## src/hw/rtl/nmea_rmc_pkg.sv

```systemverilog
`timescale 1ns / 1ps
// ----------------------------------------------------------------------------
// NMEA RMC parser package
// Shared widths, character codes, record types and constant tables.
// ----------------------------------------------------------------------------
package nmea_rmc_pkg;

  localparam int FRAC_DIGITS_DEF = 5;

  localparam int WHOLE_W   = 17;
  localparam int FRAC_W    = 24;
  localparam int CNT_W     = 3;
  localparam int DEG_W     = 10;
  localparam int LAT_OUT_W = 27;
  localparam int LON_OUT_W = 30;
  localparam int RES_W     = 30;

  localparam int QUEUE_DEPTH = 4;
  localparam int PIPE_STAGES = 5;

  localparam logic [CNT_W-1:0] LAT_WHOLE_MAX = 3'd4;
  localparam logic [CNT_W-1:0] LON_WHOLE_MAX = 3'd5;
  localparam logic [2:0]       HDR_LAST      = 3'd5;

  localparam logic [7:0] CH_DOLLAR = 8'h24;
  localparam logic [7:0] CH_G      = 8'h47;
  localparam logic [7:0] CH_P      = 8'h50;
  localparam logic [7:0] CH_R      = 8'h52;
  localparam logic [7:0] CH_M      = 8'h4D;
  localparam logic [7:0] CH_C      = 8'h43;
  localparam logic [7:0] CH_V      = 8'h56;
  localparam logic [7:0] CH_NL     = 8'h0A;
  localparam logic [7:0] CH_COMMA  = 8'h2C;
  localparam logic [7:0] CH_DOT    = 8'h2E;
  localparam logic [7:0] CH_0      = 8'h30;
  localparam logic [7:0] CH_9      = 8'h39;

  // Division of the whole part by 100 through a reciprocal multiply.
  localparam int     DIV100_SHIFT = WHOLE_W + 7;
  localparam longint DIV100_RECIP = ((longint'(1) << DIV100_SHIFT) + 99) / 100;

  localparam longint MICRO = 1000000;

  typedef struct packed {
    logic [WHOLE_W-1:0] whole;
    logic [FRAC_W-1:0]  frac;
    logic [CNT_W-1:0]   frac_count;
  } coord_t;

  typedef struct packed {
    coord_t lat;
    coord_t lon;
    logic   bad;
  } line_rec_t;

  function automatic logic [FRAC_W-1:0] pow10(input logic [CNT_W-1:0] n);
    logic [FRAC_W-1:0] r;
    unique case (n)
      3'd0:    r = FRAC_W'(1);
      3'd1:    r = FRAC_W'(10);
      3'd2:    r = FRAC_W'(100);
      3'd3:    r = FRAC_W'(1000);
      3'd4:    r = FRAC_W'(10000);
      3'd5:    r = FRAC_W'(100000);
      3'd6:    r = FRAC_W'(1000000);
      default: r = FRAC_W'(10000000);
    endcase
    return r;
  endfunction

  function automatic logic [7:0] hdr_char(input logic [2:0] pos);
    logic [7:0] c;
    unique case (pos)
      3'd0:    c = CH_DOLLAR;
      3'd1:    c = CH_G;
      3'd2:    c = CH_P;
      3'd3:    c = CH_R;
      3'd4:    c = CH_M;
      3'd5:    c = CH_C;
      default: c = CH_DOLLAR;
    endcase
    return c;
  endfunction

endpackage

```

## src/hw/rtl/nmea_rmc_queue.sv

```systemverilog
`timescale 1ns / 1ps
// ----------------------------------------------------------------------------
// NMEA RMC record queue
// Small show-ahead FIFO of sentence records between front and back end.
// ----------------------------------------------------------------------------
module nmea_rmc_queue (
  input  logic                    clk,
  input  logic                    rst_n,
  input  logic                    push,
  input  nmea_rmc_pkg::line_rec_t push_data,
  output logic                    full,
  input  logic                    pop,
  output logic                    head_valid,
  output nmea_rmc_pkg::line_rec_t head_data
);
  import nmea_rmc_pkg::*;

  localparam int PTR_W = $clog2(QUEUE_DEPTH);

  line_rec_t         mem_r [QUEUE_DEPTH];
  logic [PTR_W-1:0]  wr_ptr_r, wr_ptr_nxt;
  logic [PTR_W-1:0]  rd_ptr_r, rd_ptr_nxt;
  logic [PTR_W:0]    count_r, count_nxt;
  logic              do_push;
  logic              do_pop;

  assign full       = (count_r == (PTR_W+1)'(QUEUE_DEPTH));
  assign head_valid = (count_r != '0);
  assign head_data  = mem_r[rd_ptr_r];
  assign do_push    = push && !full;
  assign do_pop     = pop && head_valid;

  always_comb begin
    wr_ptr_nxt = wr_ptr_r;
    rd_ptr_nxt = rd_ptr_r;
    count_nxt  = count_r;
    if (do_push) begin
      wr_ptr_nxt = (wr_ptr_r == PTR_W'(QUEUE_DEPTH - 1)) ? '0 : wr_ptr_r + PTR_W'(1);
    end
    if (do_pop) begin
      rd_ptr_nxt = (rd_ptr_r == PTR_W'(QUEUE_DEPTH - 1)) ? '0 : rd_ptr_r + PTR_W'(1);
    end
    if (do_push && !do_pop) count_nxt = count_r + (PTR_W+1)'(1);
    else if (!do_push && do_pop) count_nxt = count_r - (PTR_W+1)'(1);
  end

  always_ff @(posedge clk) begin
    if (do_push) begin
      mem_r[wr_ptr_r] <= push_data;
    end
  end

  always_ff @(posedge clk) begin
    if (!rst_n) begin
      wr_ptr_r <= '0;
      rd_ptr_r <= '0;
      count_r  <= '0;
    end else begin
      wr_ptr_r <= wr_ptr_nxt;
      rd_ptr_r <= rd_ptr_nxt;
      count_r  <= count_nxt;
    end
  end

endmodule

```

## config.mk

```make
export PLATFORM = sky130hd
export DESIGN_NAME = nmea_rmc_queue
export DESIGN_NICKNAME = d
export VERILOG_FILES = /design/src/hw/rtl/nmea_rmc_pkg.sv /design/src/hw/rtl/nmea_rmc_queue.sv
export SDC_FILE = /design/constraint.sdc
export NUM_CORES = 1
export LEC_CHECK = 0
export BUFFER_PORTS_ARGS = -buffer_cell sky130_fd_sc_hd__buf_2
export CORE_ASPECT_RATIO = 0.7
export CORE_UTILIZATION = 42
export CTS_CLUSTER_DIAMETER = 200
export CTS_CLUSTER_SIZE = 20
export DETAILED_ROUTE_END_ITERATION = 6
export PLACE_DENSITY_LB_ADDON = 0.25
export SYNTH_ARGS = -nofsm -noshare
export SYNTH_HDL_FRONTEND = slang
export SYNTH_SLANG_ARGS = --single-unit
export TNS_END_PERCENT = 50
```

## constraint.sdc

```tcl
create_clock -name clk -period 6.45 [get_ports clk]
set_clock_uncertainty 0.15 [all_clocks]
set_input_delay 0.645 -clock clk [delete_from_list [all_inputs] [get_ports clk]]
set_output_delay 0.645 -clock clk [all_outputs]
set_load 0.01 [all_outputs]
```

# Word level (Yosys, flattened, before mapping)
# Memories as Yosys holds them, arrays and structs flattened. A register that Yosys moved wholly into a read port is not among the register bits.
# Cells that the tools add are included.
[word_totals]
regBits = 7
mem_bits_rw = 356
inputBits = 93
output_inout_bits = 91
elab_cells = 28
mem_count = 1
[mem_list]
columns = ["name", "depth", "word_bits", "rd", "rd_ports_with_merged_regs", "write_ports", "line", "rtl"]
rows = [
  ["mem_r", 4, 89, 1, 1, 1, "nmea_rmc_queue.sv:20", "line_rec_t mem_r [QUEUE_DEPTH];"],
]
[classes]
addsub = 4
n_eq_ne = 3
muxes = 8
n_reduce_logical = 9
[ops]
columns = ["operator", "n"]
rows = [
  ["2-bit two-way mux", 4],
  ["3-bit two-way mux", 2],
  ["2-bit by 1-bit adder with 2-bit output, second input constant", 2],
  ["2-bit == test, second input constant", 2],
  ["1-bit logical AND", 4],
  ["3-bit by 1-bit adder with 3-bit output, second input constant", 1],
  ["3-bit == test, second input constant", 1],
  ["1-bit zero test", 3],
  ["3-bit nonzero test", 1],
  ["3-bit by 1-bit subtractor with 3-bit output, second input constant", 1],
  ["1-bit two-way mux", 2],
  ["2-bit nonzero test", 1],
]

# Logic depth before layout (Yosys ltp)
[logic_depth]
word_depth = 7
depth_mapped = 9
mapped_depth_nobuf = 8

# Least setup slack after synthesis
# OpenSTA, ideal clock, no wires.
[synth_path]
path_kind = "input port to flip-flop"
from = "input push"
to = "memory mem_r[0][0] (netlist name) (enable)"
setup_ns = 0.457
arrival_time_ns = 3.097
required_time_ns = 5.843
setup_slack_ns = 2.746
path_stages = 3
path_buffers = 1
cell_sequence = "nor2b_1 clkbuf_1 and2_1"
[synth_via]
elab_chain_cells = 3
[synth_lines]
columns = ["element", "line", "rtl"]
rows = [
  ["from (decl)", "nmea_rmc_queue.sv:9", "input logic push,"],
  ["1-bit logical AND", "nmea_rmc_queue.sv:30", "assign do_push = push && !full;"],
  ["named net do_push", "nmea_rmc_queue.sv:24", "logic do_push;"],
  ["1-bit two-way mux", "nmea_rmc_queue.sv:48", "if (do_push) begin"],
  ["1-bit two-way mux (not written as such)", "nmea_rmc_queue.sv:49", "mem_r[wr_ptr_r] <= push_data;"],
  ["to (decl)", "nmea_rmc_queue.sv:20", ""],
]
# The timed path passes the listed nets, and every way through them passes these cells.

==> out/results.txt <==
CTS Buf Count = 22
syn_nets = 616
clock root buffer = clkbuf_16
FF-to-FF Start = count_r[0]
Hold WS = 168.9 ps
I/O pin count = 184
CP Launch Type = flip-flop
Switching Fraction = 0.2659
GRT Overall Usage = 0.1556
initial antenna violation count = 6
maxcap violations = 0
Core Region = 31150 sq um
Max VDD drop = 0.1706 mV
wire per inst = 21.75 um
hold_sp = push_data[70]
drt total wl = 24750 um
Synth Cell Area = 13290 sq um
vias in the first global route = 6263
critical path capture point type = primary output
HPWL after detailed placement = 14990 um
Cell Chain, Critical Path = buf_4, mux4_2, buf_2
GR Overflow Total = 0
die width = 214.6 um
largest net degree at the start of global routing = 59
critical path's largest stage delay = 950 ps
hold-fix buffers at CTS = 0
Worst Hold Depth = 1
worst slew pin tran = 909.9 ps
Initial DRT Pass Iterations = 4
Residual DRC = 0
sequential fraction of the synthesis area = 0.8178
final net count = 808
Cells after Synth = 516
Clock Sink Count = 365
Initial Util = 0.4268
worst flop-to-flop path endpoint = mem_r[0][12]
worst hold path type = input port to flip-flop
Pwr per Cell Area = 370.6 nW/um^2
CTS tree = done
Comb power frac = 0.222
hold path endpoint = mem_r[2][70]
Seq pwr share = 0.535
RSZ-0062 raised after global routing = no
f_max = 274.9 MHz
share of the synthesized area in the top cell type = 0.8042
flops & latches, synth = 365
outcome = finished clean
layout cell share with drive strength beyond 1 = 0.4322
Via Count = 5894
critical path class = flip-flop to primary output
first-pass GRT wire length = 37740 um
# setup viols final = 0
Fin Setup TNS = 0 ps
Final min period = 3637 ps
Post-CTS Setup Inserts = 0
row cnt = 54
Cell Int Power = 4163 uW
Slew Limit Fails = 0
R2R depth = 4
distinct cell type count after synthesis = 24
Worst path top cell family by delay = flip-flops
final worst-path cycle share = 0.5639
dominant cell type by area after synthesis = edfxtp_1
Crit path depth = 3
post-cts resize count = 0
clock network power share = 0.243
Worst EP arrival = 2840 ps
Final Hold Fails = 0
Pleak = 0.005006 uW
Critical path buffers and inverters = 2
worst-path maximum fanout = 44
Req. time, crit path = 5650 ps
DR iter-0 viols = 404
Slew headroom = 0.3934
clk buf depth = 3
Die Height = 150.8 um
Ys Warns = 0
GPL Wtd Cong = 0.7077
Psw = 1508 uW
worst reg-to-reg setup slack = 3500 ps
Crit-path slowest cell = dfxtp_4
Die Footprint = 32380 sq um
Post-DRT Antenna Nets = 0
H-tree depth = 1
synth-to-layout area growth = 15.10%
Worst-path clk slew = 80 ps
buffers added on ports = 183
Avg Cell Area, Syn = 25.76 sq um
DR vias/cell = 5.179
synth top area cells = edfxtp_1 (80%), mux4_2 (15%), dfxtp_1 (1.4%)
clk_lat worst skew = 530 ps
layout by cell type, fill, tap and decap left out, types with 4 or more instances in the layout:
master / netlist / routed
mux4_2: 89 / 89
and2_4: 0 / 4
edfxtp_1: 356 / 356
buf_2: 10 / 183
dfxtp_1: 9 / 7
clkbuf_1: 9 / 7
nand2_1: 6 / 6
buf_4: 0 / 7
clkbuf_16: 0 / 23
ha_1: 6 / 6
worst reg2reg max path, stage by stage, from the launching register on:
cell and delay, ps:
dfxtp_1 430, nor3b_1 90, nor2b_1 440, and2_4 610, buf_4 780
metrics by stage:
step / setup WS [ps] / cell area [sq um] / total power, uW / util / instances
detailed placement: 3221 / 14670 / 4390 / 0.4711 / 1104
global route: 2546 / 15290 / 5948 / 0.4910 / 1135
floorplan: 2746 / 13290 / 3894 / - / 516
finish: 2813 / 15300 / 5671 / 0.4912 / 1138
global placement: 3258 / 14670 / 4350 / 0.4711 / 1104
CTS: 2675 / 15290 / 5769 / 0.4910 / 1135
synthesized netlist by cell type:
cell / count
buf_2: 10
nand3_1: 2
xor2_1: 1
nor2b_1: 2
nor2_1: 2
buf_12: 1
ha_1: 6
inv_1: 3
mux2i_1: 3
or3_1: 2
nand2_1: 6
buf_6: 1
buf_8: 1
fa_1: 1
and2_1: 5
o21ai_0: 3
clkbuf_1: 9
nor3b_1: 1
mux4_2: 89
o31ai_1: 1
edfxtp_1: 356
a21boi_0: 1
xnor2_1: 1
dfxtp_1: 9
worst max-delay path by stage:
| stage | endpoint | slack, ps |
|---|---|---|
| after CTS | head_data[31] | 2680 |
| after global routing | head_data[31] | 2550 |
| after detailed placement | mem_r[1][19] | 3220 |
| after global placement | head_data[31] | 3260 |
| final | head_data[66] | 2810 |
| after floorplan | mem_r[0][0] | 2750 |
state kept, by name (all words and copies together), names as in the netlist, named ones only:
signal and count:
count_r 3, rd_ptr_r 2, wr_ptr_r 2, mem_r 356
logic make-up (layout without fill, tap and decap cells):
logic type	Yosys count	in the layout	share of synthesized area
buffers and inverters	25	224	0.01064
other	0	3	0
adder cells (fa/ha/maj)	7	7	0.007154
flip-flops	365	365	0.8178
multiplexers	92	92	0.1530
AO/OA/AOI/OAI	5	5	0.002259
XOR/XNOR	2	2	0.001318
AND/OR/NAND/NOR	20	20	0.007813
per-layer routing:
layer | share of wire | global-route usage | wire (um)
met1 | 0.43 | 0.2120 | 10670
met4 | 0.015 | 0.02607 | 367
met3 | 0.085 | 0.05743 | 2106
met5 | 0.00085 | 0 | 21
met2 | 0.47 | 0.2448 | 11580
area by class of cell:
cell class | count | area [sq um]
fill | 2505 | 15850
sequential | 365 | 10880
multi-input combinational | 126 | 2291
antenna | 3 | 7.507
inverter | 3 | 11.26
tap | 420 | 525.5
timing repair buffer | 190 | 968.4
clock inverter | 1 | 16.27
clock buffer | 30 | 601.8
power groups by stage:
stage / clock, uW / combinational (uW) / sequential [uW]
after floorplan: 0 / 897 / 3000
after global placement: 0 / 1270 / 3080
after detailed placement: 0 / 1290 / 3100
after CTS: 1430 / 1300 / 3040
after global routing: 1510 / 1370 / 3070
final: 1380 / 1260 / 3030
Power figures use the tool's default switching activity.
