===== src/hw/rtl/nmea_rmc_pkg.sv =====
`timescale 1ns / 1ps
// ----------------------------------------------------------------------------
// NMEA RMC parser package
// Shared widths, character codes, record types and constant tables.
// ----------------------------------------------------------------------------
package nmea_rmc_pkg;

  localparam int FRAC_DIGITS_DEF = 5;

  localparam int WHOLE_W   = 17;
  localparam int FRAC_W    = 24;
  localparam int CNT_W     = 3;
  localparam int DEG_W     = 10;
  localparam int LAT_OUT_W = 27;
  localparam int LON_OUT_W = 30;
  localparam int RES_W     = 30;

  localparam int QUEUE_DEPTH = 4;
  localparam int PIPE_STAGES = 5;

  localparam logic [CNT_W-1:0] LAT_WHOLE_MAX = 3'd4;
  localparam logic [CNT_W-1:0] LON_WHOLE_MAX = 3'd5;
  localparam logic [2:0]       HDR_LAST      = 3'd5;

  localparam logic [7:0] CH_DOLLAR = 8'h24;
  localparam logic [7:0] CH_G      = 8'h47;
  localparam logic [7:0] CH_P      = 8'h50;
  localparam logic [7:0] CH_R      = 8'h52;
  localparam logic [7:0] CH_M      = 8'h4D;
  localparam logic [7:0] CH_C      = 8'h43;
  localparam logic [7:0] CH_V      = 8'h56;
  localparam logic [7:0] CH_NL     = 8'h0A;
  localparam logic [7:0] CH_COMMA  = 8'h2C;
  localparam logic [7:0] CH_DOT    = 8'h2E;
  localparam logic [7:0] CH_0      = 8'h30;
  localparam logic [7:0] CH_9      = 8'h39;

  // Division of the whole part by 100 through a reciprocal multiply.
  localparam int     DIV100_SHIFT = WHOLE_W + 7;
  localparam longint DIV100_RECIP = ((longint'(1) << DIV100_SHIFT) + 99) / 100;

  localparam longint MICRO = 1000000;

  typedef struct packed {
    logic [WHOLE_W-1:0] whole;
    logic [FRAC_W-1:0]  frac;
    logic [CNT_W-1:0]   frac_count;
  } coord_t;

  typedef struct packed {
    coord_t lat;
    coord_t lon;
    logic   bad;
  } line_rec_t;

  function automatic logic [FRAC_W-1:0] pow10(input logic [CNT_W-1:0] n);
    logic [FRAC_W-1:0] r;
    unique case (n)
      3'd0:    r = FRAC_W'(1);
      3'd1:    r = FRAC_W'(10);
      3'd2:    r = FRAC_W'(100);
      3'd3:    r = FRAC_W'(1000);
      3'd4:    r = FRAC_W'(10000);
      3'd5:    r = FRAC_W'(100000);
      3'd6:    r = FRAC_W'(1000000);
      default: r = FRAC_W'(10000000);
    endcase
    return r;
  endfunction

  function automatic logic [7:0] hdr_char(input logic [2:0] pos);
    logic [7:0] c;
    unique case (pos)
      3'd0:    c = CH_DOLLAR;
      3'd1:    c = CH_G;
      3'd2:    c = CH_P;
      3'd3:    c = CH_R;
      3'd4:    c = CH_M;
      3'd5:    c = CH_C;
      default: c = CH_DOLLAR;
    endcase
    return c;
  endfunction

endpackage


===== src/hw/rtl/nmea_rmc_if.sv =====
`timescale 1ns / 1ps
// ----------------------------------------------------------------------------
// NMEA RMC parser channel interfaces
// Byte input channel and position result channel, valid/ready handshake.
// ----------------------------------------------------------------------------
interface nmea_rmc_byte_if;
  logic       valid;
  logic       ready;
  logic [7:0] rx_byte;

  modport source (output valid, output rx_byte, input ready);
  modport sink   (input valid, input rx_byte, output ready);
endinterface



===== src/hw/rtl/nmea_rmc_front.sv =====
`timescale 1ns / 1ps
// ----------------------------------------------------------------------------
// NMEA RMC front end
// Matches the sentence header, counts fields and accumulates the two
// coordinates; pushes one record into the queue per completed sentence.
// ----------------------------------------------------------------------------
module nmea_rmc_front #(
  parameter int FRAC_DIGITS = nmea_rmc_pkg::FRAC_DIGITS_DEF
) (
  input  logic                    clk,
  input  logic                    rst_n,
  nmea_rmc_byte_if.sink           in_byte,
  input  logic                    rec_full,
  output logic                    rec_push,
  output nmea_rmc_pkg::line_rec_t rec_data
);
  import nmea_rmc_pkg::*;

  localparam logic [CNT_W-1:0] FRAC_MAX      = CNT_W'(FRAC_DIGITS);
  localparam logic [3:0]       COMMA_STATUS  = 4'd2;
  localparam logic [3:0]       COMMA_LAT     = 4'd3;
  localparam logic [3:0]       COMMA_LON     = 4'd5;
  localparam logic [3:0]       COMMA_SAT     = 4'd15;

  typedef struct packed {
    logic [WHOLE_W-1:0] whole;
    logic [FRAC_W-1:0]  frac;
    logic [CNT_W-1:0]   whole_count;
    logic [CNT_W-1:0]   frac_count;
    logic               dot_seen;
  } acc_t;

  typedef struct packed {
    acc_t acc;
    logic err;
  } feed_t;

  function automatic feed_t feed(input acc_t a, input logic [7:0] ch,
                                 input logic [CNT_W-1:0] whole_max);
    feed_t      r;
    logic [3:0] d;
    r     = '{acc: a, err: 1'b0};
    d     = ch[3:0];
    if (ch == CH_DOT) begin
      if (a.dot_seen) r.err = 1'b1;
      else r.acc.dot_seen = 1'b1;
    end else if (ch >= CH_0 && ch <= CH_9) begin
      if (!a.dot_seen) begin
        if (a.whole_count < whole_max) begin
          r.acc.whole       = a.whole * WHOLE_W'(10) + WHOLE_W'(d);
          r.acc.whole_count = a.whole_count + CNT_W'(1);
        end else begin
          r.err = 1'b1;
        end
      end else begin
        if (a.frac_count < FRAC_MAX) begin
          r.acc.frac       = a.frac * FRAC_W'(10) + FRAC_W'(d);
          r.acc.frac_count = a.frac_count + CNT_W'(1);
        end else begin
          r.err = 1'b1;
        end
      end
    end
    return r;
  endfunction

  logic [2:0] hdr_pos_r, hdr_pos_nxt;
  logic       matched_r, matched_nxt;
  logic       skip_r, skip_nxt;
  logic [3:0] comma_r, comma_nxt;
  acc_t       lat_r, lat_nxt;
  acc_t       lon_r, lon_nxt;
  logic       bad_r, bad_nxt;

  logic       accept;
  logic       clear;
  logic [7:0] ch;
  feed_t      lat_feed;
  feed_t      lon_feed;

  assign in_byte.ready = !rec_full;
  assign accept        = in_byte.valid && in_byte.ready;
  assign ch            = in_byte.rx_byte;

  assign rec_data.lat = '{whole: lat_r.whole, frac: lat_r.frac,
                          frac_count: lat_r.frac_count};
  assign rec_data.lon = '{whole: lon_r.whole, frac: lon_r.frac,
                          frac_count: lon_r.frac_count};
  assign rec_data.bad = bad_r;

  always_comb begin
    hdr_pos_nxt = hdr_pos_r;
    matched_nxt = matched_r;
    skip_nxt    = skip_r;
    comma_nxt   = comma_r;
    lat_nxt     = lat_r;
    lon_nxt     = lon_r;
    bad_nxt     = bad_r;
    rec_push    = 1'b0;
    clear       = 1'b0;
    lat_feed    = feed(lat_r, ch, LAT_WHOLE_MAX);
    lon_feed    = feed(lon_r, ch, LON_WHOLE_MAX);

    if (accept) begin
      if (skip_r) begin
        if (ch == CH_NL) clear = 1'b1;
      end else if (!matched_r) begin
        if (ch == hdr_char(hdr_pos_r)) begin
          hdr_pos_nxt = hdr_pos_r + 3'd1;
          if (hdr_pos_r == HDR_LAST) matched_nxt = 1'b1;
        end else if (ch == CH_NL) begin
          clear = 1'b1;
        end else begin
          skip_nxt = 1'b1;
        end
      end else if (ch == CH_NL) begin
        rec_push = 1'b1;
        clear    = 1'b1;
      end else if (ch == CH_COMMA) begin
        if (comma_r != COMMA_SAT) comma_nxt = comma_r + 4'd1;
      end else if (comma_r == COMMA_STATUS) begin
        if (ch == CH_V) skip_nxt = 1'b1;
      end else if (comma_r == COMMA_LAT) begin
        lat_nxt = lat_feed.acc;
        bad_nxt = bad_r | lat_feed.err;
      end else if (comma_r == COMMA_LON) begin
        lon_nxt = lon_feed.acc;
        bad_nxt = bad_r | lon_feed.err;
      end
    end

    // Every newline starts a fresh line.
    if (clear) begin
      hdr_pos_nxt = '0;
      matched_nxt = 1'b0;
      skip_nxt    = 1'b0;
      comma_nxt   = '0;
      lat_nxt     = '0;
      lon_nxt     = '0;
      bad_nxt     = 1'b0;
    end
  end

  always_ff @(posedge clk) begin
    if (!rst_n) begin
      hdr_pos_r <= '0;
      matched_r <= 1'b0;
      skip_r    <= 1'b0;
      comma_r   <= '0;
      lat_r     <= '0;
      lon_r     <= '0;
      bad_r     <= 1'b0;
    end else begin
      hdr_pos_r <= hdr_pos_nxt;
      matched_r <= matched_nxt;
      skip_r    <= skip_nxt;
      comma_r   <= comma_nxt;
      lat_r     <= lat_nxt;
      lon_r     <= lon_nxt;
      bad_r     <= bad_nxt;
    end
  end

endmodule


===== src/flat_wrapper.sv =====
// flat-port wrapper written by rule: the top's interface ports become plain ports
module nmea_rmc_front_flat import nmea_rmc_pkg::*;
#(
  parameter int FRAC_DIGITS = nmea_rmc_pkg::FRAC_DIGITS_DEF
)
  (clk, rst_n, rec_full, rec_push, rec_data, in_byte_valid, in_byte_rx_byte, in_byte_ready);
  nmea_rmc_byte_if in_byte_i ();
  input  logic clk;
  input  logic rst_n;
  input  logic rec_full;
  output logic rec_push;
  output nmea_rmc_pkg::line_rec_t rec_data;
  input wire logic [$bits(in_byte_i.valid)-1:0] in_byte_valid;
  input wire logic [$bits(in_byte_i.rx_byte)-1:0] in_byte_rx_byte;
  output wire logic [$bits(in_byte_i.ready)-1:0] in_byte_ready;
  assign in_byte_i.valid = in_byte_valid;
  assign in_byte_i.rx_byte = in_byte_rx_byte;
  assign in_byte_ready = in_byte_i.ready;
  nmea_rmc_front #(.FRAC_DIGITS(FRAC_DIGITS)) u_core (.clk(clk), .rst_n(rst_n), .in_byte(in_byte_i), .rec_full(rec_full), .rec_push(rec_push), .rec_data(rec_data));
endmodule

===== config.mk =====
export PLATFORM = sky130hd
export DESIGN_NAME = nmea_rmc_front_flat
export DESIGN_NICKNAME = d
export VERILOG_FILES = /design/src/hw/rtl/nmea_rmc_pkg.sv /design/src/hw/rtl/nmea_rmc_if.sv /design/src/hw/rtl/nmea_rmc_front.sv /design/src/flat_wrapper.sv
export SDC_FILE = /design/constraint.sdc
export NUM_CORES = 1
export LEC_CHECK = 0
export BUFFER_PORTS_ARGS = -buffer_cell sky130_fd_sc_hd__buf_2
export CAP_MARGIN = 30
export CELL_PAD_IN_SITES_DETAIL_PLACEMENT = 0
export CELL_PAD_IN_SITES_GLOBAL_PLACEMENT = 1
export CORE_ASPECT_RATIO = 1.25
export CORE_UTILIZATION = 40
export CTS_BUF_LIST = sky130_fd_sc_hd__clkbuf_2 sky130_fd_sc_hd__clkbuf_4 sky130_fd_sc_hd__clkbuf_8
export CTS_CLUSTER_DIAMETER = 100
export DETAILED_ROUTE_END_ITERATION = 16
export PLACE_DENSITY_LB_ADDON = 0.1
export SLEW_MARGIN = 20
export SYNTH_ARGS = -nofsm -noshare
export SYNTH_HDL_FRONTEND = slang
export SYNTH_SLANG_ARGS = --single-unit

===== constraint.sdc =====
create_clock -name clk -period 4.45 [get_ports clk]
set_clock_uncertainty 0.2 [all_clocks]
set_input_delay 0.89 -clock clk [delete_from_list [all_inputs] [get_ports clk]]
set_output_delay 0.89 -clock clk [all_outputs]
set_load 0.02 [all_outputs]

== After elaboration in Yosys (flattened, before gate mapping) ==
Cells that the tools add are included.

* Memory bits (read-only): 0
* Memory bits (writable): 0
* Register bits after elaboration: 106
* Input port bits: 12
* Memories: 0
* Bits in latches: 0
* Word-level logic and storage cells: 113
* Output and inout port bits: 91

* Divide/modulo/power cells: 0
* Muxes and demuxes: 37
* Reduce and logical (&&, ||, !) cells: 15
* Bitwise logic cells: 12
* Magnitude comparators: 6
* Multipliers: 4
* Equal/unequal tests: 14
* Shifts and indexed selects: 0
* Add/sub/neg operators: 10

{| class="wikitable"
|+ Operator list
! cell !! number
|-
| 24-bit by 4-bit adder with 24-bit output || 2
|-
| 24-bit by 3-bit multiplier with 23-bit output, second input constant || 2
|-
| 7-bit one-hot mux with 5 select lines || 1
|-
| 17-bit by 4-bit adder with 17-bit output || 2
|-
| 17-bit by 3-bit multiplier with 16-bit output, second input constant || 2
|-
| 1-bit two-way mux || 33
|-
| 8-bit two-way mux || 3
|-
| 12-bit AND reduction || 2
|-
| 11-bit AND reduction || 2
|-
| 8-bit by 6-bit == test with 1-bit output, second input constant || 2
|-
| 3-bit by 1-bit adder with 3-bit output, second input constant || 5
|-
| 3-bit < comparator, second input constant || 4
|-
| 1-bit inverter || 10
|-
| 9-bit AND reduction || 1
|-
| 4-bit by 2-bit == test with 1-bit output, second input constant || 2
|-
| 8-bit by 4-bit == test with 1-bit output, second input constant || 1
|-
| 8-bit by 7-bit == test with 1-bit output, second input constant || 1
|-
| 8-bit == test || 1
|-
| 8-bit by 6-bit >= comparator with 1-bit output, second input constant || 1
|-
| 8-bit by 6-bit <= comparator with 1-bit output, second input constant || 1
|-
| 8-bit AND reduction || 1
|-
| 7-bit AND reduction || 1
|-
| 3-bit by 2-bit == test with 1-bit output, second input constant || 2
|-
| 3-bit == test, second input constant || 2
|-
| other kinds (12) || 14
|}

== Longest topological paths before layout ==
Gate-level depths: netlist of run 1.

* Depth after elaboration: 11
* Gate-level depth with buffers: 14

== Worst setup path before layout of run 1 ==
No wires, ideal clock.

* Path kind: input -> register
* Start point: input port in_byte_rx_byte[2]
* End point: register u_core.lon_r, in the netlist u_core.rec_data[27]
* Setup time: 0.136 ns
* Cell stages on the path: 12
* Path buffers: 0
* Data required time: 4.114 ns
* Arrival time: 3.729 ns
* Setup slack: 0.385 ns
* Cell sequence: inv_1 > fa_1 > nor2b_1 > o21ai_1 > or3b_4 > or4_4 > nor3_4 > nand3_2 > or4_4 > nor3_2 > xnor2_1 > a211oi_2

* Word-level cells in the longest chain between the ends: 7
* Elaborated cells between the ends (all ways): 18

{| class="wikitable"
|+ RTL lines
! element !! line !! RTL
|-
| start, declared || flat_wrapper.sv:14 || <nowiki>input wire logic [$bits(in_byte_i.rx_byte)-1:0] in_byte_rx_byte;</nowiki>
|-
| 8-bit by 4-bit == test with 1-bit output || nmea_rmc_front.sv:106, nmea_rmc_front.sv:111, nmea_rmc_front.sv:116 ||
|-
| 1-bit two-way mux || nmea_rmc_front.sv:106, nmea_rmc_front.sv:111, nmea_rmc_front.sv:116 ||
|-
| 1-bit two-way mux || nmea_rmc_front.sv:108 || <nowiki>if (ch == hdr_char(hdr_pos_r)) begin</nowiki>
|-
| 1-bit two-way mux || nmea_rmc_front.sv:107 || <nowiki>end else if (!matched_r) begin</nowiki>
|-
| 1-bit two-way mux || nmea_rmc_front.sv:105 || <nowiki>if (skip_r) begin</nowiki>
|-
| 1-bit two-way mux || nmea_rmc_front.sv:104 || <nowiki>if (accept) begin</nowiki>
|-
| 2-bit OR reduction (no line) || -- ||
|-
| end signal, assigned || nmea_rmc_front.sv:159 || <nowiki>lon_r <= lon_nxt;</nowiki>
|-
| end, declared || nmea_rmc_front.sv:72 || <nowiki>acc_t lon_r, lon_nxt;</nowiki>
|}

Parallel ways exist; a longest one is shown, timed or not.
A chain may end at the register's enable or synchronous reset.

== Final worst setup path of run 1 ==
* Start point: register u_core.lon_r, in the netlist u_core.rec_data[5]
* End point: register u_core.lon_r, in the netlist u_core.rec_data[27]

* Word-level cells in the longest chain between the ends: 2

{| class="wikitable"
|+ RTL lines
! element !! line !! RTL
|-
| 24-bit by 3-bit multiplier with 23-bit output || nmea_rmc_front.sv:57 || <nowiki>r.acc.frac = a.frac * FRAC_W'(10) + FRAC_W'(d);</nowiki>
|-
| 24-bit by 4-bit adder with 24-bit output || nmea_rmc_front.sv:57 ||
|}

No other way between the ends.

==> flow_metrics.py, run 1 <==
metrics = {
    "status": {
        "status": "completed",
    },
    "finish": {
        "antenna_cells_inserted": 0,
        "num-nets-final": 1434,
        "area_growth_syn_to_layout_pct": 4.96,
        "layout.cell_area.non_filler_um2": 10800,
        "fillerInstances": 2643,
        "layout_cells_sized_above_1_pct": 13.0,
        "layoutNonFillerInstCount": 1602,
    },
    "sta": {
        "final_worst_path_cycle_share_pct": 93.9,
        "slew_violations": 0,
        "achievable-frequency_mhz": 239,
        "timing.final.crit_period_ps": 4180,
        "fin_ws_ps": 272,
        "headroom_to_the_max_slew_limit_pct": 52.8,
        "rsz0062_at_grt": "no",
        "finalHoldViolations": 0,
        "transition_time_at_the_pin_with_the_least_slew_margin_ps": 703,
        "setup-tns-final_ps": 0,
        "fin_hold_ws_ps": 299,
        "final_count_of_negative_setup_slack_endpoints": 0,
    },
    "detailed_routing": {
        "via_count": 8324,
        "drtIter0Drc": 383,
        "detail_route.wl_per_cell_um": 15.3,
        "post_drt_via_cell_ratio": 5.20,
        "remaining_drcs": 0,
        "detail_route.wirelength_um": 24500,
        "drt_pass1_iterations": 4,
        "antenna_violating_nets_left": 0,
    },
    "synth": {
        "yosysSeqAreaShare_pct": 20.6,
        "synth-seq-cells": 106,
        "synth_flop_cell": "sky130_fd_sc_hd__dfxtp_1",
        "synthArstFlopShare_pct": 0,
        "synth_enable_flop_cells": 0,
        "synthesis.area_per_instance_um2": 8.19,
        "yosys_warnings": 0,
        "synthCells": 1256,
        "synth.lib_cells_used.distinct": 72,
        "netlist_area_um2": 10300,
        "syn_nets": 1428,
    },
    "global_route": {
        "first_global_vias": 8123,
        "grt_start_max_net_pins": 77,
        "first_pass_grt_wire_length_um": 40600,
        "antenna_violations_before_repair": 1,
        "gr-total-overflow": 0,
        "gr_usage_total_pct": 18.8,
    },
    "power_and_ir_drop": {
        "pwr-share-clk_pct": 38.6,
        "p_comb_share_pct": 3.5,
        "seq_power_share_pct": 57.9,
        "vdd.ir_drop.worst_uv": 122,
        "switching_power_mw": 0.453,
        "power_density_nw_per_um2": 152,
        "cell_internal_pwr_mw": 1.19,
        "power.share.switching_pct": 27.6,
        "total_leakage_power_nw": 4.81,
    },
    "floorplan": {
        "floorplan.rows": 65,
        "initial_core_util_pct": 40.7,
        "placeableCoreArea_um2": 25300,
        "floorplan.die_area_um2": 26400,
        "fp.dieW_um": 145,
        "io-pin-count": 103,
        "die_y_um": 181,
    },
    "setup_path": {
        "crit_path_start_kind": "register",
        "timing.critical_path.arrival_ps": 4290,
        "worstPathCellList": "ha_1, ha_1, fa_1, a21o_2, a21oi_1, xor2_1, or4_4, nor3_4, nand3_2, or4_4, nor3_2, xnor2_1, a211oi_2",
        "critPathCaptureType": "register",
        "worst-setup-path-type": "reg2reg",
        "cpPeakStageDelay_ps": 580,
        "critical_path_buffer_and_inverter_count": 0,
        "critPathTopFamily": "simple AND/OR/NAND/NOR gates",
        "regToRegSetupSlack_ps": 270,
        "slowest_cp_cell": "sky130_fd_sc_hd__or4_4",
        "critical_path_required_ps": 4560,
        "crit_fanout": 5,
    },
    "clock_network": {
        "cts.htree.levels": 3,
        "cts_resized": 0,
        "cts_root_buf": "sky130_fd_sc_hd__clkbuf_8",
        "clock_latency_ps": 400,
        "clkSinkCount": 106,
        "tritoncts": "built",
        "clk_path_buf_depth": 2,
        "post-cts-setup-buffer-count": 0,
        "post_cts_hold_buffer_count": 0,
        "clkSlewWorstSetupHoldPaths_ps": 120,
        "tritoncts.num_buffers": 9,
    },
    "placed_design": {
        "detailed_place.area_um2": 10600,
        "gp_congestion": 0.810,
        "io_buffers": 102,
        "pre_cts_ws_ps": 95.2,
        "place_hpwl_um": 19300,
        "placed_cells_incl_taps": 1586,
    },
    "flow_run": {
        "maxCapViolCount": 0,
    },
    "hold_path": {
        "hp-class": "reg2reg",
    },
}
## path summary, 6_finish.rpt
kind / cells past startpoint / to / startpoint
setup / recovery: 13 / u_core.rec_data[27] / u_core.rec_data[5]
hold / removal: 2 / u_core.rec_data[52] / u_core.rec_data[52]
setup reg to reg: 13 / u_core.rec_data[27] / u_core.rec_data[5]
hold reg to reg: 2 / u_core.rec_data[52] / u_core.rec_data[52]
## placed cells by master (no fill, tap or decap), types with 49 or more instances in the layout
| cell | count |
|---|---|
| sky130_fd_sc_hd__ha_1 | 152 |
| sky130_fd_sc_hd__nor2_1 | 145 |
| sky130_fd_sc_hd__dfxtp_1 | 106 |
| sky130_fd_sc_hd__buf_2 | 102 |
| sky130_fd_sc_hd__xnor2_1 | 86 |
| sky130_fd_sc_hd__nand2_1 | 76 |
| sky130_fd_sc_hd__a21oi_1 | 68 |
| sky130_fd_sc_hd__a211oi_1 | 65 |
| sky130_fd_sc_hd__xor2_1 | 50 |
| sky130_fd_sc_hd__inv_1 | 49 |
## final cells by class
type	count	area (µm²)	area share [%]
clock inverters	7	71.3	0.660
well taps	335	419	3.88
multi-input cells	972	7190	66.6
inverters	49	184	1.70
flip-flops and latches	106	2120	19.6
repair buffers	124	688	6.37
clock buffers	9	124	1.15
## cells in the mapped netlist, types with 13 or more instances
cell	count	share of area, %
sky130_fd_sc_hd__xnor2_1	86	7.3
sky130_fd_sc_hd__nand3_1	23	1.1
sky130_fd_sc_hd__a21oi_1	68	3.3
sky130_fd_sc_hd__clkbuf_1	37	1.3
sky130_fd_sc_hd__buf_4	89	6.5
sky130_fd_sc_hd__a21o_1	19	1.4
sky130_fd_sc_hd__mux2i_1	28	2.7
sky130_fd_sc_hd__nor2b_1	13	0.79
sky130_fd_sc_hd__dfxtp_1	106	21
sky130_fd_sc_hd__nor3_1	31	1.5
sky130_fd_sc_hd__nand2_1	76	2.8
sky130_fd_sc_hd__inv_1	49	1.8
sky130_fd_sc_hd__o21ai_0	32	1.6
sky130_fd_sc_hd__ha_1	152	18
sky130_fd_sc_hd__nor2_1	146	5.3
sky130_fd_sc_hd__nand4_1	16	0.97
sky130_fd_sc_hd__a211oi_1	65	4.7
sky130_fd_sc_hd__xor2_1	50	4.3
## power by group through the flow
stage / Sequential (mW) / Combinational (mW) / Clock, mW
global route: 0.950 / 0.0648 / 0.704
floorplan: 0.971 / 0.0312 / 0
CTS: 0.950 / 0.0596 / 0.668
global placement: 0.971 / 0.0591 / 0
finish: 0.950 / 0.0582 / 0.634
detailed placement: 0.971 / 0.0594 / 0
## per-stage QoR
stage | util [%] | power [mW]
6_report | 42.7 | 1.64
5_1_grt | 42.7 | 1.72
4_1_cts | 42.7 | 1.68
3_5_place_dp | 41.9 | 1.03
3_3_place_gp | 41.9 | 1.03
2_1_floorplan | - | 1.00
## tightest hold or removal path: cells and delay by family, from the launching register on
kind,cells,cell delay [ps]
and+or+nand+nor,1,60
AOI/OAI and AO/OA,1,50
DFF,1,360
## flip-flops by register name, summed over array words and instances, names as in the netlist
name,cells
u_core.lon_r,4
u_core.bad_r,1
u_core.comma_r,4
u_core.skip_r,1
u_core.rec_data,88
u_core.hdr_pos_r,3
u_core.lat_r,4
u_core.matched_r,1
## cell families after synthesis
family,count (synthesis),synth area share (%)
AO/OA/AOI/OAI,264,17.1
AND/OR/NAND/NOR,383,18.0
multiplexers,29,2.83
flip-flops,106,20.6
buffers and inverters,178,9.76
adder cells (fa/ha/maj),160,20.0
XOR/XNOR,136,11.6
## metal layers
metal | up-vias | share of wire (%) | GRT usage (%)
met5 | - | 0.033 | 0
met4 | 2 | 1.4 | 4.59
met2 | 124 | 48 | 33.6
met3 | 18 | 3.2 | 2.68
met1 | 3790 | 47 | 23.6
li1 | 4390 | - | -
Note: power is estimated with default switching activity, not from simulation.
==> inputs of run 2 (changes only) <==
- BUFFER_PORTS_ARGS: -buffer_cell sky130_fd_sc_hd__buf_2 -> unset
- DONT_BUFFER_PORTS: unset -> 1
==> run 2 against run 1 <==
Design area shrank 3.5%. Combinational power shrank 27%. Core utilization shrank 1.5 points. Highest routed layer is now met4.
==> flow_metrics.py, run 2 (synthesis gave the netlist of run 1 again) <==
metrics = {
    "clock_network": {
        "tritoncts": "built",
        "clkSlewWorstSetupHoldPaths_ps": 110,
        "clkSinkCount": 106,
        "tritoncts.num_buffers": 9,
        "clk_path_buf_depth": 2,
        "post-cts-setup-buffer-count": 0,
        "cts.htree.levels": 3,
        "clock_latency_ps": 410,
        "cts_root_buf": "sky130_fd_sc_hd__clkbuf_8",
    },
    "power_and_ir_drop": {
        "switching_power_mw": 0.409,
        "vdd.ir_drop.worst_uv": 177,
        "seq_power_share_pct": 54.5,
        "power.share.switching_pct": 23.5,
        "p_comb_share_pct": 2.4,
        "total_leakage_power_nw": 4.34,
        "pwr-share-clk_pct": 43.1,
        "cell_internal_pwr_mw": 1.33,
        "power_density_nw_per_um2": 167,
    },
    "detailed_routing": {
        "detail_route.wirelength_um": 24400,
        "antenna_violating_nets_left": 0,
        "drtIter0Drc": 244,
        "detail_route.wl_per_cell_um": 16.2,
        "via_count": 8091,
        "post_drt_via_cell_ratio": 5.36,
        "drt_pass1_iterations": 6,
        "remaining_drcs": 0,
    },
    "setup_path": {
        "worst-setup-path-type": "reg2reg",
        "critical_path_required_ps": 4580,
        "crit_path_start_kind": "register",
        "crit_fanout": 4,
        "critPathCaptureType": "register",
        "timing.critical_path.arrival_ps": 4270,
    },
    "finish": {
        "max_reg_flops": 88,
        "layoutNonFillerInstCount": 1510,
        "area_growth_syn_to_layout_pct": 1.25,
        "layout_cells_sized_above_1_pct": 6.38,
        "post-route-util_pct": 41.2,
        "layout.cells.most_common": "sky130_fd_sc_hd__ha_1",
        "antenna_cells_inserted": 0,
        "num-nets-final": 1344,
        "most-common-layout-cells": "152 x sky130_fd_sc_hd__ha_1, 145 x sky130_fd_sc_hd__nor2_1, 106 x sky130_fd_sc_hd__dfxtp_1",
    },
    "placed_design": {
        "placed_cells_incl_taps": 1496,
        "gp_congestion": 0.843,
        "io_buffers": 0,
        "place_hpwl_um": 18900,
    },
    "floorplan": {
        "placeableCoreArea_um2": 25300,
        "initial_core_util_pct": 40.7,
        "floorplan.die_area_um2": 26400,
        "fp.dieW_um": 145,
        "io-pin-count": 103,
        "floorplan.rows": 65,
        "die_y_um": 181,
    },
    "global_route": {
        "gr_usage_total_pct": 19.0,
        "grt_start_max_net_pins": 79,
        "first_pass_grt_wire_length_um": 40900,
        "antenna_violations_before_repair": 0,
        "use_met3_pct": 4.67,
        "first_global_vias": 8019,
        "gr-total-overflow": 0,
        "grt_util_met2_pct": 34.3,
        "grt_util_met1_pct": 22.5,
        "globalRoute.busiestLayer": "met2",
    },
    "sta": {
        "finalHoldViolations": 0,
        "timing.final.crit_period_ps": 4130,
        "headroom_to_the_max_slew_limit_pct": 51.5,
        "slew_violations": 0,
        "setup-tns-final_ps": 0,
        "achievable-frequency_mhz": 242,
        "final_count_of_negative_setup_slack_endpoints": 0,
        "rsz0062_at_grt": "no",
        "transition_time_at_the_pin_with_the_least_slew_margin_ps": 722,
        "final_worst_path_cycle_share_pct": 92.9,
    },
    "status": {
        "status": "completed",
    },
    "flow_run": {
        "maxCapViolCount": 0,
    },
    "hold_path": {
        "hp-class": "reg2reg",
    },
}
## run 2: through the flow
step	setup slack (ps)	hold WS, ps	cell area (µm²)	total power [mW]
2_1_floorplan	385	238	10300	1.00
3_3_place_gp	280	278	10200	1.01
3_5_place_dp	285	302	10200	1.01
4_1_cts	274	334	10400	1.79
5_1_grt	37.1	378	10400	1.82
6_report	318	323	10400	1.74
## run 2: final cells by class
| type | count | area (µm²) |
|---|---|---|
| timing repair buffer | 34 | 268 |
| clock inverter | 5 | 104 |
| fill | 2662 | 14900 |
| multi-input combinational | 972 | 7200 |
| clock buffer | 9 | 124 |
| tap | 335 | 419 |
| inverter | 49 | 184 |
| sequential | 106 | 2120 |
## run 2: power by group through the flow
stage	Sequential (mW)	Clock [mW]	Combinational, mW
CTS	0.950	0.796	0.0437
global placement	0.971	0	0.0435
finish	0.949	0.750	0.0423
floorplan	0.971	0	0.0312
detailed placement	0.971	0	0.0435
global route	0.950	0.823	0.0479
## run 2: metal layers
layer  up-vias  wire length (µm)
met5         -                 0
met4         0               298
met3        18              1190
met2       106             12100
met1      3751             10800
li1       4216                 -
## run 2: final timing paths
path	from	to	slack, ps	cells past startpoint
max	u_core.rec_data[4]	u_core.rec_data[27]	320	13
min	u_core.lat_r[5]	u_core.lat_r[5]	320	2
min reg2reg	u_core.lat_r[5]	u_core.lat_r[5]	320	2
max reg2reg	u_core.rec_data[4]	u_core.rec_data[27]	320	13
## run 2: worst max-delay path, cell delays in order, from the launching register on
cell,delay (ps)
sky130_fd_sc_hd__dfxtp_1,440
sky130_fd_sc_hd__ha_1,260
sky130_fd_sc_hd__ha_1,220
sky130_fd_sc_hd__fa_1,420
sky130_fd_sc_hd__a21o_2,260
sky130_fd_sc_hd__a21oi_1,250
sky130_fd_sc_hd__xor2_1,140
sky130_fd_sc_hd__or4_4,580
sky130_fd_sc_hd__nor3_4,220
sky130_fd_sc_hd__nand3_2,110
sky130_fd_sc_hd__or4_4,550
sky130_fd_sc_hd__nor3_2,130
sky130_fd_sc_hd__xnor2_1,90
sky130_fd_sc_hd__a211oi_2,200
## run 2: timing repair
| action | in CTS | in global routing |
|---|---|---|
| setup endpoints to repair | 0 | 1 |
| resized for setup | 0 | 1 |
| hold buffers | 0 | 0 |
